`config.mk`:
```
export PLATFORM = sky130hd
export DESIGN_NAME = string_to_unsigned32_unit
export DESIGN_NICKNAME = d
export VERILOG_FILES = /design/src/hw/rtl/stu_pkg.sv /design/src/hw/rtl/stu_front.sv /design/src/hw/rtl/stu_fifo.sv /design/src/hw/rtl/stu_back.sv /design/src/hw/rtl/string_to_unsigned32_unit.sv
export SDC_FILE = /design/constraint.sdc
export NUM_CORES = 1
export LEC_CHECK = 0
export BUFFER_PORTS_ARGS = -buffer_cell sky130_fd_sc_hd__buf_4
export CORE_ASPECT_RATIO = 0.8
export CORE_UTILIZATION = 40
export CTS_CLUSTER_SIZE = 12
export DETAILED_ROUTE_END_ITERATION = 6
export REMOVE_ABC_BUFFERS = 1
export SYNTH_ARGS = -nofsm -noshare
export SYNTH_HDL_FRONTEND = slang
export SYNTH_HIERARCHICAL = 1
export SYNTH_SLANG_ARGS = --single-unit
```
`constraint.sdc`:
```
create_clock -name clk_i -period 11.5 [get_ports clk_i]
set_input_delay 0.575 -clock clk_i [delete_from_list [all_inputs] [get_ports clk_i]]
set_output_delay 0.575 -clock clk_i [all_outputs]
set_load 0.02 [all_outputs]
```
`src/hw/rtl/stu_pkg.sv`:
```
// Shared types and constants of the string to unsigned 32-bit parser.
package stu_pkg;

  localparam int CharW   = 8;
  localparam int DigitW  = 6;
  localparam int BaseW   = 6;
  localparam int ValueW  = 32;
  localparam int OffsetW = 16;

  // Digit code of a byte that is no digit in any base; it is at least every base.
  localparam logic [DigitW-1:0] NotDigit = '1;

  localparam logic [BaseW-1:0] AutoBase    = 6'd0;
  localparam logic [BaseW-1:0] BinBase     = 6'd2;
  localparam logic [BaseW-1:0] OctBase     = 6'd8;
  localparam logic [BaseW-1:0] DecBase     = 6'd10;
  localparam logic [BaseW-1:0] HexBase     = 6'd16;
  localparam logic [BaseW-1:0] MaxBase     = 6'd36;
  localparam logic [BaseW-1:0] BadLowBase  = 6'd1;
  localparam logic [BaseW-1:0] RadixReset  = 6'd10;

  // Register word index of the radix register.
  localparam logic RegRadix = 1'b0;

  typedef enum logic [2:0] {
    PH_IDLE,
    PH_SPACE,
    PH_SIGNED,
    PH_ZERO,
    PH_DIGITS
  } stu_phase_e;

  typedef enum logic [1:0] {
    ST_OK      = 2'd0,
    ST_BADBASE = 2'd1,
    ST_RANGE   = 2'd2
  } stu_status_e;

  // One classified character as it travels from the front to the back.
  typedef struct packed {
    logic              start;
    logic              space;
    logic              minus;
    logic              plus;
    logic              zero;
    logic              x_char;
    logic              b_char;
    logic [DigitW-1:0] digit;
  } stu_class_t;

endpackage

```
`src/hw/rtl/stu_front.sv`:
```
// Front end: accepts characters and classifies them for the parser.
module stu_front
  import stu_pkg::*;
(
  input  logic             s_tvalid_i,
  input  logic [CharW-1:0] s_tdata_i,
  input  logic             s_tuser_i,
  input  logic             full_i,
  output logic             s_tready_o,
  output logic             push_o,
  output stu_class_t       cls_o
);

  localparam logic [CharW-1:0] ChSpace = 8'h20;
  localparam logic [CharW-1:0] ChTab   = 8'h09;
  localparam logic [CharW-1:0] ChCr    = 8'h0D;
  localparam logic [CharW-1:0] ChPlus  = 8'h2B;
  localparam logic [CharW-1:0] ChMinus = 8'h2D;
  localparam logic [CharW-1:0] Ch0     = 8'h30;
  localparam logic [CharW-1:0] Ch9     = 8'h39;
  localparam logic [CharW-1:0] ChUpA   = 8'h41;
  localparam logic [CharW-1:0] ChUpB   = 8'h42;
  localparam logic [CharW-1:0] ChUpX   = 8'h58;
  localparam logic [CharW-1:0] ChUpZ   = 8'h5A;
  localparam logic [CharW-1:0] ChLoA   = 8'h61;
  localparam logic [CharW-1:0] ChLoB   = 8'h62;
  localparam logic [CharW-1:0] ChLoX   = 8'h78;
  localparam logic [CharW-1:0] ChLoZ   = 8'h7A;
  localparam logic [CharW-1:0] LetterBias = 8'd10;

  assign s_tready_o = !full_i;
  assign push_o     = s_tvalid_i && !full_i;

  always_comb begin
    cls_o.start  = s_tuser_i;
    cls_o.space  = (s_tdata_i == ChSpace) || (s_tdata_i >= ChTab && s_tdata_i <= ChCr);
    cls_o.minus  = (s_tdata_i == ChMinus);
    cls_o.plus   = (s_tdata_i == ChPlus);
    cls_o.zero   = (s_tdata_i == Ch0);
    cls_o.x_char = (s_tdata_i == ChLoX) || (s_tdata_i == ChUpX);
    cls_o.b_char = (s_tdata_i == ChLoB) || (s_tdata_i == ChUpB);
    if (s_tdata_i >= Ch0 && s_tdata_i <= Ch9) begin
      cls_o.digit = DigitW'(s_tdata_i - Ch0);
    end else if (s_tdata_i >= ChUpA && s_tdata_i <= ChUpZ) begin
      cls_o.digit = DigitW'(s_tdata_i - ChUpA + LetterBias);
    end else if (s_tdata_i >= ChLoA && s_tdata_i <= ChLoZ) begin
      cls_o.digit = DigitW'(s_tdata_i - ChLoA + LetterBias);
    end else begin
      cls_o.digit = NotDigit;
    end
  end

endmodule

```
`src/hw/rtl/stu_fifo.sv`:
```
// Short queue of classified characters between front and back.
module stu_fifo
  import stu_pkg::*;
#(
  parameter int Depth = 2
) (
  input  logic       clk_i,
  input  logic       rst_ni,
  input  logic       push_i,
  input  stu_class_t data_i,
  output logic       full_o,
  input  logic       pop_i,
  output logic       valid_o,
  output stu_class_t data_o
);

  localparam int PtrW = (Depth > 1) ? $clog2(Depth) : 1;
  localparam int CntW = $clog2(Depth + 1);
  localparam logic [PtrW-1:0] LastPtr = PtrW'(Depth - 1);
  localparam logic [CntW-1:0] FullCnt = CntW'(Depth);

  stu_class_t        mem_q [Depth];
  logic [PtrW-1:0]   wr_ptr_q, rd_ptr_q;
  logic [CntW-1:0]   cnt_q;

  assign full_o  = (cnt_q == FullCnt);
  assign valid_o = (cnt_q != '0);
  assign data_o  = mem_q[rd_ptr_q];

  always_ff @(posedge clk_i or negedge rst_ni) begin
    if (!rst_ni) begin
      wr_ptr_q <= '0;
      rd_ptr_q <= '0;
      cnt_q    <= '0;
    end else begin
      if (push_i) begin
        wr_ptr_q <= (wr_ptr_q == LastPtr) ? '0 : wr_ptr_q + 1'b1;
      end
      if (pop_i) begin
        rd_ptr_q <= (rd_ptr_q == LastPtr) ? '0 : rd_ptr_q + 1'b1;
      end
      if (push_i && !pop_i) begin
        cnt_q <= cnt_q + 1'b1;
      end else if (pop_i && !push_i) begin
        cnt_q <= cnt_q - 1'b1;
      end
    end
  end

  always_ff @(posedge clk_i) begin
    if (push_i) begin
      mem_q[wr_ptr_q] <= data_i;
    end
  end

endmodule

```
`src/hw/rtl/stu_back.sv`:
```
// Back end: parse state machine, multiply-accumulate and result register.
module stu_back
  import stu_pkg::*;
#(
  parameter int POSITION_BITS = 16
) (
  input  logic               clk_i,
  input  logic               rst_ni,
  input  logic [BaseW-1:0]   radix_i,
  input  logic               ent_valid_i,
  input  stu_class_t         ent_i,
  output logic               ent_pop_o,
  output logic               m_tvalid_o,
  input  logic               m_tready_i,
  output logic [ValueW-1:0]  value_o,
  output logic [1:0]         status_o,
  output logic [OffsetW-1:0] end_offset_o
);

  localparam int PosExtW = (POSITION_BITS > OffsetW) ? POSITION_BITS : OffsetW;
  localparam int MacW    = ValueW + BaseW;

  stu_phase_e                phase_q, phase_d;
  logic [ValueW-1:0]         acc_q, acc_d;
  logic [BaseW-1:0]          base_q, base_d;
  logic                      neg_q, neg_d;
  logic                      ovf_q, ovf_d;
  logic                      dig_q, dig_d;
  logic [POSITION_BITS-1:0]  pos_q, pos_d;

  logic                      m_tvalid_q;
  logic [ValueW-1:0]         value_q, res_value;
  stu_status_e               status_q, res_status;
  logic [OffsetW-1:0]        offset_q, res_offset;
  logic                      emit;

  logic                      adv, first, go_digit, bad_base;
  logic [BaseW-1:0]          use_base;
  logic [MacW-1:0]           mac;
  logic [PosExtW-1:0]        pos_ext;

  // Hold only an item that produces a result while the previous one still waits.
  assign ent_pop_o    = ent_valid_i && (!emit || !m_tvalid_q || m_tready_i);
  assign m_tvalid_o   = m_tvalid_q;
  assign value_o      = value_q;
  assign status_o     = status_q;
  assign end_offset_o = offset_q;

  always_comb begin
    phase_d    = phase_q;
    acc_d      = acc_q;
    base_d     = base_q;
    neg_d      = neg_q;
    ovf_d      = ovf_q;
    dig_d      = dig_q;
    pos_d      = pos_q;
    emit       = 1'b0;
    res_value  = '0;
    res_status = ST_OK;
    res_offset = '0;
    adv        = 1'b0;
    first      = 1'b0;
    go_digit   = 1'b0;
    bad_base   = 1'b0;

    // A start clears the parse and samples the radix.
    if (ent_i.start) begin
      acc_d = '0;
      neg_d = 1'b0;
      ovf_d = 1'b0;
      dig_d = 1'b0;
      pos_d = '0;
      if (radix_i == BadLowBase || radix_i > MaxBase) begin
        bad_base   = 1'b1;
        base_d     = AutoBase;
        phase_d    = PH_IDLE;
        emit       = 1'b1;
        res_status = ST_BADBASE;
      end else begin
        base_d  = radix_i;
        phase_d = PH_SPACE;
      end
    end

    if (!bad_base) begin
      unique case (phase_d)
        PH_SPACE: begin
          if (ent_i.space) begin
            adv = 1'b1;
          end else if (ent_i.minus || ent_i.plus) begin
            neg_d   = ent_i.minus;
            phase_d = PH_SIGNED;
            adv     = 1'b1;
          end else begin
            first = 1'b1;
          end
        end
        PH_SIGNED: first = 1'b1;
        PH_ZERO: begin
          if ((base_d == AutoBase || base_d == HexBase) && ent_i.x_char) begin
            base_d  = HexBase;
            phase_d = PH_DIGITS;
            adv     = 1'b1;
          end else if ((base_d == AutoBase || base_d == BinBase) && ent_i.b_char) begin
            base_d  = BinBase;
            phase_d = PH_DIGITS;
            adv     = 1'b1;
          end else begin
            if (base_d == AutoBase) begin
              base_d = OctBase;
            end
            dig_d    = 1'b1;
            phase_d  = PH_DIGITS;
            go_digit = 1'b1;
          end
        end
        PH_DIGITS: go_digit = 1'b1;
        default: ;
      endcase
    end

    // First character after whitespace and sign: a zero may open a prefix.
    if (first) begin
      if (ent_i.zero && (base_d == AutoBase || base_d == HexBase || base_d == BinBase)) begin
        phase_d = PH_ZERO;
        adv     = 1'b1;
      end else begin
        if (base_d == AutoBase) begin
          base_d = DecBase;
        end
        phase_d  = PH_DIGITS;
        go_digit = 1'b1;
      end
    end

    use_base = (base_d >= BinBase && base_d <= MaxBase) ? base_d : DecBase;
    mac      = MacW'(acc_d) * MacW'(use_base) + MacW'(ent_i.digit);
    pos_ext  = PosExtW'(pos_d);

    if (go_digit) begin
      if (ent_i.digit >= use_base) begin
        // Not a digit in this base: the number ends here.
        emit       = 1'b1;
        res_value  = ovf_d ? '1 : (neg_d ? ValueW'(0) - acc_d : acc_d);
        res_status = ovf_d ? ST_RANGE : ST_OK;
        res_offset = dig_d ? pos_ext[OffsetW-1:0] : '0;
        phase_d    = PH_IDLE;
      end else begin
        if (mac[MacW-1:ValueW] != '0) begin
          ovf_d = 1'b1;
        end else if (!ovf_d) begin
          acc_d = mac[ValueW-1:0];
          dig_d = 1'b1;
        end
        adv = 1'b1;
      end
    end

    // Advance the position, saturating at all ones.
    if (adv && pos_d != '1) begin
      pos_d = pos_d + 1'b1;
    end
  end

  always_ff @(posedge clk_i or negedge rst_ni) begin
    if (!rst_ni) begin
      phase_q <= PH_IDLE;
      acc_q   <= '0;
      base_q  <= AutoBase;
      neg_q   <= 1'b0;
      ovf_q   <= 1'b0;
      dig_q   <= 1'b0;
      pos_q   <= '0;
    end else if (ent_pop_o) begin
      phase_q <= phase_d;
      acc_q   <= acc_d;
      base_q  <= base_d;
      neg_q   <= neg_d;
      ovf_q   <= ovf_d;
      dig_q   <= dig_d;
      pos_q   <= pos_d;
    end
  end

  always_ff @(posedge clk_i or negedge rst_ni) begin
    if (!rst_ni) begin
      m_tvalid_q <= 1'b0;
    end else if (ent_pop_o && emit) begin
      m_tvalid_q <= 1'b1;
    end else if (m_tready_i) begin
      m_tvalid_q <= 1'b0;
    end
  end

  always_ff @(posedge clk_i) begin
    if (ent_pop_o && emit) begin
      value_q  <= res_value;
      status_q <= res_status;
      offset_q <= res_offset;
    end
  end

  a_badbase_zero: assert property (@(posedge clk_i) disable iff (!rst_ni)
    m_tvalid_q && status_q == ST_BADBASE |-> value_q == '0 && offset_q == '0)
    else $error("invalid-base result carries data");

  a_range_ones: assert property (@(posedge clk_i) disable iff (!rst_ni)
    m_tvalid_q && status_q == ST_RANGE |-> value_q == '1)
    else $error("out-of-range result is not saturated");

  a_hold_result: assert property (@(posedge clk_i) disable iff (!rst_ni)
    m_tvalid_q && !m_tready_i |=> m_tvalid_q && $stable(value_q) && $stable(offset_q))
    else $error("waiting result was dropped or changed");

  a_ovf_phase: assert property (@(posedge clk_i) disable iff (!rst_ni)
    ovf_q |-> phase_q == PH_DIGITS || phase_q == PH_IDLE)
    else $error("overflow flag set outside the digit phase");

endmodule

```
`src/hw/rtl/string_to_unsigned32_unit.sv`:
```
// Top level of the streaming string to unsigned 32-bit number parser.
//
// Feed one character per item on the slave stream, with tuser high on the
// first character of each string. After a start the unit skips C whitespace,
// takes one optional sign, honors the 0x/0X, 0b/0B and octal leading-zero
// prefixes, then accumulates digits in the selected base. The first
// character that is not a digit of that base ends the number and produces
// exactly one result item: the value (negated modulo 2^32 after a minus,
// all ones with status out-of-range on overflow), the status and the end
// offset (count of characters up to and including the last digit, 0 when
// no digit was taken). A start with radix 1 or above 36 produces one
// invalid-base result immediately. Characters outside a string and strings
// abandoned by a new start produce nothing. The radix register (APB word 0,
// reset 10, 0 = auto-detect) is sampled at each start; write it only while
// the unit is idle. Rate: one character per clock cycle sustained while
// results are taken, set by the back end's combinational multiply-accumulate
// and overflow test; a result item goes into the output register when the
// back takes the character that ends the number from the queue. The front
// classifies characters into a two-entry queue, and the back holds its
// result in an output register, so an input stall never stops the back, and
// a stalled result only holds back the next character that ends a number.
module string_to_unsigned32_unit
  import stu_pkg::*;
#(
  parameter int POSITION_BITS = 16
) (
  input  logic        clk_i,
  input  logic        rst_ni,
  // Character stream
  input  logic        s_axis_tvalid,
  output logic        s_axis_tready,
  input  logic [7:0]  s_axis_tdata,   // [7:0] char_in
  input  logic        s_axis_tuser,   // [0] start_req
  // Result stream
  output logic        m_axis_tvalid,
  input  logic        m_axis_tready,
  output logic [47:0] m_axis_tdata,   // [31:0] value, [47:32] end_offset
  output logic [1:0]  m_axis_tuser,   // [1:0] status
  // Configuration
  input  logic        psel,
  input  logic        penable,
  input  logic        pwrite,
  input  logic [2:0]  paddr,
  input  logic [31:0] pwdata,
  output logic [31:0] prdata,
  output logic        pready
);

  logic [BaseW-1:0]   radix_q;
  logic               cfg_wr;

  logic               fifo_full, fifo_push, fifo_valid, fifo_pop;
  stu_class_t         front_cls, back_cls;

  logic [ValueW-1:0]  res_value;
  logic [OffsetW-1:0] res_offset;

  // Register file: radix only, taken from the low bits of the write data.
  assign pready = 1'b1;
  assign cfg_wr = psel && penable && pwrite && pready;
  assign prdata = (paddr[2] == RegRadix) ? 32'(radix_q) : '0;

  always_ff @(posedge clk_i or negedge rst_ni) begin
    if (!rst_ni) begin
      radix_q <= RadixReset;
    end else if (cfg_wr && paddr[2] == RegRadix) begin
      radix_q <= pwdata[BaseW-1:0];
    end
  end

  stu_front u_front (
    .s_tvalid_i (s_axis_tvalid),
    .s_tdata_i  (s_axis_tdata),
    .s_tuser_i  (s_axis_tuser),
    .full_i     (fifo_full),
    .s_tready_o (s_axis_tready),
    .push_o     (fifo_push),
    .cls_o      (front_cls)
  );

  stu_fifo #(
    .Depth (2)
  ) u_fifo (
    .clk_i   (clk_i),
    .rst_ni  (rst_ni),
    .push_i  (fifo_push),
    .data_i  (front_cls),
    .full_o  (fifo_full),
    .pop_i   (fifo_pop),
    .valid_o (fifo_valid),
    .data_o  (back_cls)
  );

  stu_back #(
    .POSITION_BITS (POSITION_BITS)
  ) u_back (
    .clk_i        (clk_i),
    .rst_ni       (rst_ni),
    .radix_i      (radix_q),
    .ent_valid_i  (fifo_valid),
    .ent_i        (back_cls),
    .ent_pop_o    (fifo_pop),
    .m_tvalid_o   (m_axis_tvalid),
    .m_tready_i   (m_axis_tready),
    .value_o      (res_value),
    .status_o     (m_axis_tuser),
    .end_offset_o (res_offset)
  );

  assign m_axis_tdata = {res_offset, res_value};

endmodule

```
==> impl_metrics.env <==
export IMPL_core_rowCount=62
export IMPL_syn_to_final_growth_pct=9.995
export IMPL_finalHoldViolations=0
export IMPL_rrSetupSlack_ps=1410
export IMPL_start_util=0.4102
export IMPL_hold_class="input pin to async pin"
export IMPL_io_pins=136
export IMPL_first_global_vias=11700
export IMPL_portBuffers=80
export IMPL_async_flop_share=0.4830
export IMPL_dp_cells=2104
export IMPL_cp_data_arrival_time_ps=10440
export IMPL_placed_area_sq_um=15740
export IMPL_drt_iter0_drc=953
export IMPL_diodes=0
export IMPL_p_total_w=0.003023
export IMPL_finalSetupViolCount=0
export IMPL_postSynthAreaPerCell_sq_um=9.235
export IMPL_syn_inst=1609
export IMPL_wirelength_um=38750
export IMPL_critPathSlowestCell="and2_1"
export IMPL_cap_violations=0
export IMPL_cts_buffer_depth=2
export IMPL_ys_types=101
export IMPL_dp_hpwl_um=28070
export IMPL_routedWlPerCell_um=18.14
export IMPL_synth_seq_area_share=0.2733
export IMPL_via_count=11980
export IMPL_drc=0
export IMPL_final_area_sq_um=16340
export IMPL_p_int_w=0.001574
export IMPL_r2r_start="u_fifo/rd_ptr_q"
export IMPL_synth_seq_cells=147
export IMPL_die_area_sq_um=37930
export IMPL_crit_start="u_fifo/rd_ptr_q"
export IMPL_seqPwrFrac=0.271
export IMPL_pwr_share_comb=0.535
export IMPL_antenna_left=0
export IMPL_path_clk_slew_ps=60
export IMPL_synthMostInstantiatedCell="nor2_1"
export IMPL_cts_tree="done"
export IMPL_clk_latency_ps=440
export IMPL_fmax_mhz=99.12
export IMPL_post_cts_resized=0
export IMPL_hold_slack_ps=303.8
export IMPL_fin_skew_ps=12.78
export IMPL_grt_pass1_wl_um=63200
export IMPL_cp_required_ps=11850
export IMPL_synth_main_ff_cell="edfxtp_1"
export IMPL_synth_area_sq_um=14860
export IMPL_fin_cells=2136
export IMPL_htree_levels=4
export IMPL_die_height_um=174.4
export IMPL_finalMaxSlewViolations=0
export IMPL_dr_pass1_iters=7
export IMPL_antenna_found_initial=0
export IMPL_coreArea_sq_um=36230
export IMPL_end_kind="flip-flop"
export IMPL_crit_buf_inv=4
export IMPL_power_frac_clock=0.194
export IMPL_switching_share=0.4792
export IMPL_tightestPinTransition_ps=1181
export IMPL_gp_congestion=0.8788
export IMPL_final_nets=1918
export IMPL_fp_dieW_um=217.5
export IMPL_vdd_drop_max_mv=0.1165
export IMPL_max_slew_margin_rel=0.2109
export IMPL_p_leak_nw=7.293
export IMPL_postCtsHoldBufs=0
export IMPL_cts_buffers=17
export IMPL_slowest_delay_ps=740
export IMPL_drt_vias_per_instance=5.607
export IMPL_ys_warn_count=6
export IMPL_path_delay_family="simple AND/OR/NAND/NOR gates"
export IMPL_overflow=0
export IMPL_p_per_area_nw_per_um2=185.0
export IMPL_tns_ps=0
export IMPL_drive_above_1_share=0.1413
export IMPL_period_needed_ps=10090
export IMPL_p_switching_w=0.001449
export IMPL_cts_sinks=147
export IMPL_fillers=3490
export IMPL_post_cts_buffers=0
export IMPL_synth_top_cell_by_area="fa_1"
export IMPL_fin_crit_sh=0.8773
export IMPL_critPathMaxFanout=32
export IMPL_synth_edf_count=76
export IMPL_grtUsageTotal=0.2112
export IMPL_startpoint_type="flip-flop"
export IMPL_worstSetupPathType="flip-flop to flip-flop"
export IMPL_synth_common_cells="nor2_1, nand2_1, fa_1, ha_1, a21oi_1"
export IMPL_rsz0062_at_grt="no"
export IMPL_cts_root_buf="clkbuf_16"
export IMPL_synth_area_top_cells="fa_1, edfxtp_1, dfrtp_1, ha_1, nor2_1"
export IMPL_synth_top_area_share=0.1671
export IMPL_status="completed"
export IMPL_critPathMostFrequentCell="fa_1"
export IMPL_grt_start_max_net_pins=72
==> metal layers <==
layer,share of wire,GRT usage,up-vias,wire length [um]
met4,0.016,0.05399,0,628
met3,0.059,0.03395,32,2282
met2,0.45,0.3201,363,17260
li1,-,-,5602,-
met5,0,0,-,0
met1,0.48,0.3112,5979,18580
==> logic make-up (layout without fill, tap and decap cells) <==
| group | after synthesis | after routing | synth area share |
|---|---|---|---|
| buffers and inverters | 198 | 220 | 0.06256 |
| AO/OA/AOI/OAI | 334 | 334 | 0.1570 |
| adder cells (fa/ha/maj) | 224 | 224 | 0.2513 |
| other | 2 | 27 | 0.0005054 |
| multiplexers | 36 | 36 | 0.02610 |
| XOR/XNOR | 58 | 58 | 0.03419 |
| AND/OR/NAND/NOR | 610 | 610 | 0.1950 |
| flip-flops | 147 | 147 | 0.2733 |
==> through the flow <==
stage	utilization	worst slack [ps]
4_1_cts	0.4512	1438
3_3_place_gp	0.4344	1597
5_1_grt	0.4512	796.7
6_report	0.4512	1412
3_5_place_dp	0.4344	1401
2_1_floorplan	-	909.4
==> path summary, 6_finish.rpt <==
check	depth (start not counted)	endpoint
setup / recovery	30	u_back/acc_q[1]
hold / removal	1	u_back/m_tvalid_o
setup reg to reg	30	u_back/acc_q[1]
hold reg to reg	2	u_back/pos_q[1]
max in group asynchronous	1	u_back/acc_q[16]
min in group clk_i	1	u_fifo/mem_q[0][12]
==> state kept, by name (all words and copies together), names as in the netlist, 2 cells and up <==
name	count
radix_q	6
u_back/acc_q	32
u_back/base_q	6
u_back/end_offset_o	16
u_back/phase_q	3
u_back/pos_q	16
u_back/status_o	2
u_back/value_o	32
u_fifo/cnt_q	2
u_fifo/mem_q	26
==> final cells by class <==
type | instances | area [sq um] | area share
Multi-Input combinational cell | 1289 | 9987 | 0.6110
Sequential cell | 147 | 4061 | 0.2485
Timing Repair Buffer | 101 | 758.2 | 0.04639
Tap cell | 480 | 600.6 | 0.03675
Clock buffer | 19 | 432.9 | 0.02649
Inverter | 87 | 329.1 | 0.02013
Clock inverter | 13 | 175.2 | 0.01072
==> placed cells by master (no fill, tap or decap), types with 12 or more instances in the layout <==
master | synthesis | final
o21ai_0 | 61 | 61
inv_1 | 82 | 82
buf_4 | 31 | 101
nor2_1 | 250 | 250
a21o_1 | 14 | 14
nor3_1 | 32 | 32
xor2_1 | 28 | 28
a21oi_1 | 98 | 97
nand2_1 | 146 | 146
fa_1 | 124 | 124
a211oi_1 | 12 | 12
mux2_2 | 21 | 21
or3_1 | 14 | 14
edfxtp_1 | 76 | 76
a31oi_1 | 22 | 22
conb_1 | 2 | 27
nor2b_1 | 17 | 17
and2_1 | 22 | 22
o22ai_2 | 32 | 32
dfrtp_1 | 69 | 69
mux2i_1 | 14 | 14
clkbuf_16 | 0 | 17
nand3_1 | 27 | 27
nand2b_1 | 23 | 23
ha_1 | 100 | 100
xnor2_1 | 30 | 30
==> power by group through the flow <==
stage	sequential, W	combinational, W	clock [W]
after CTS	0.000820	0.00161	0.000600
after global routing	0.000837	0.00175	0.000622
after floorplan	0.000916	0.000879	0
final	0.000818	0.00162	0.000588
after global placement	0.000826	0.00158	0
after detailed placement	0.000830	0.00160	0
Note: power is estimated with default switching activity, not from simulation.
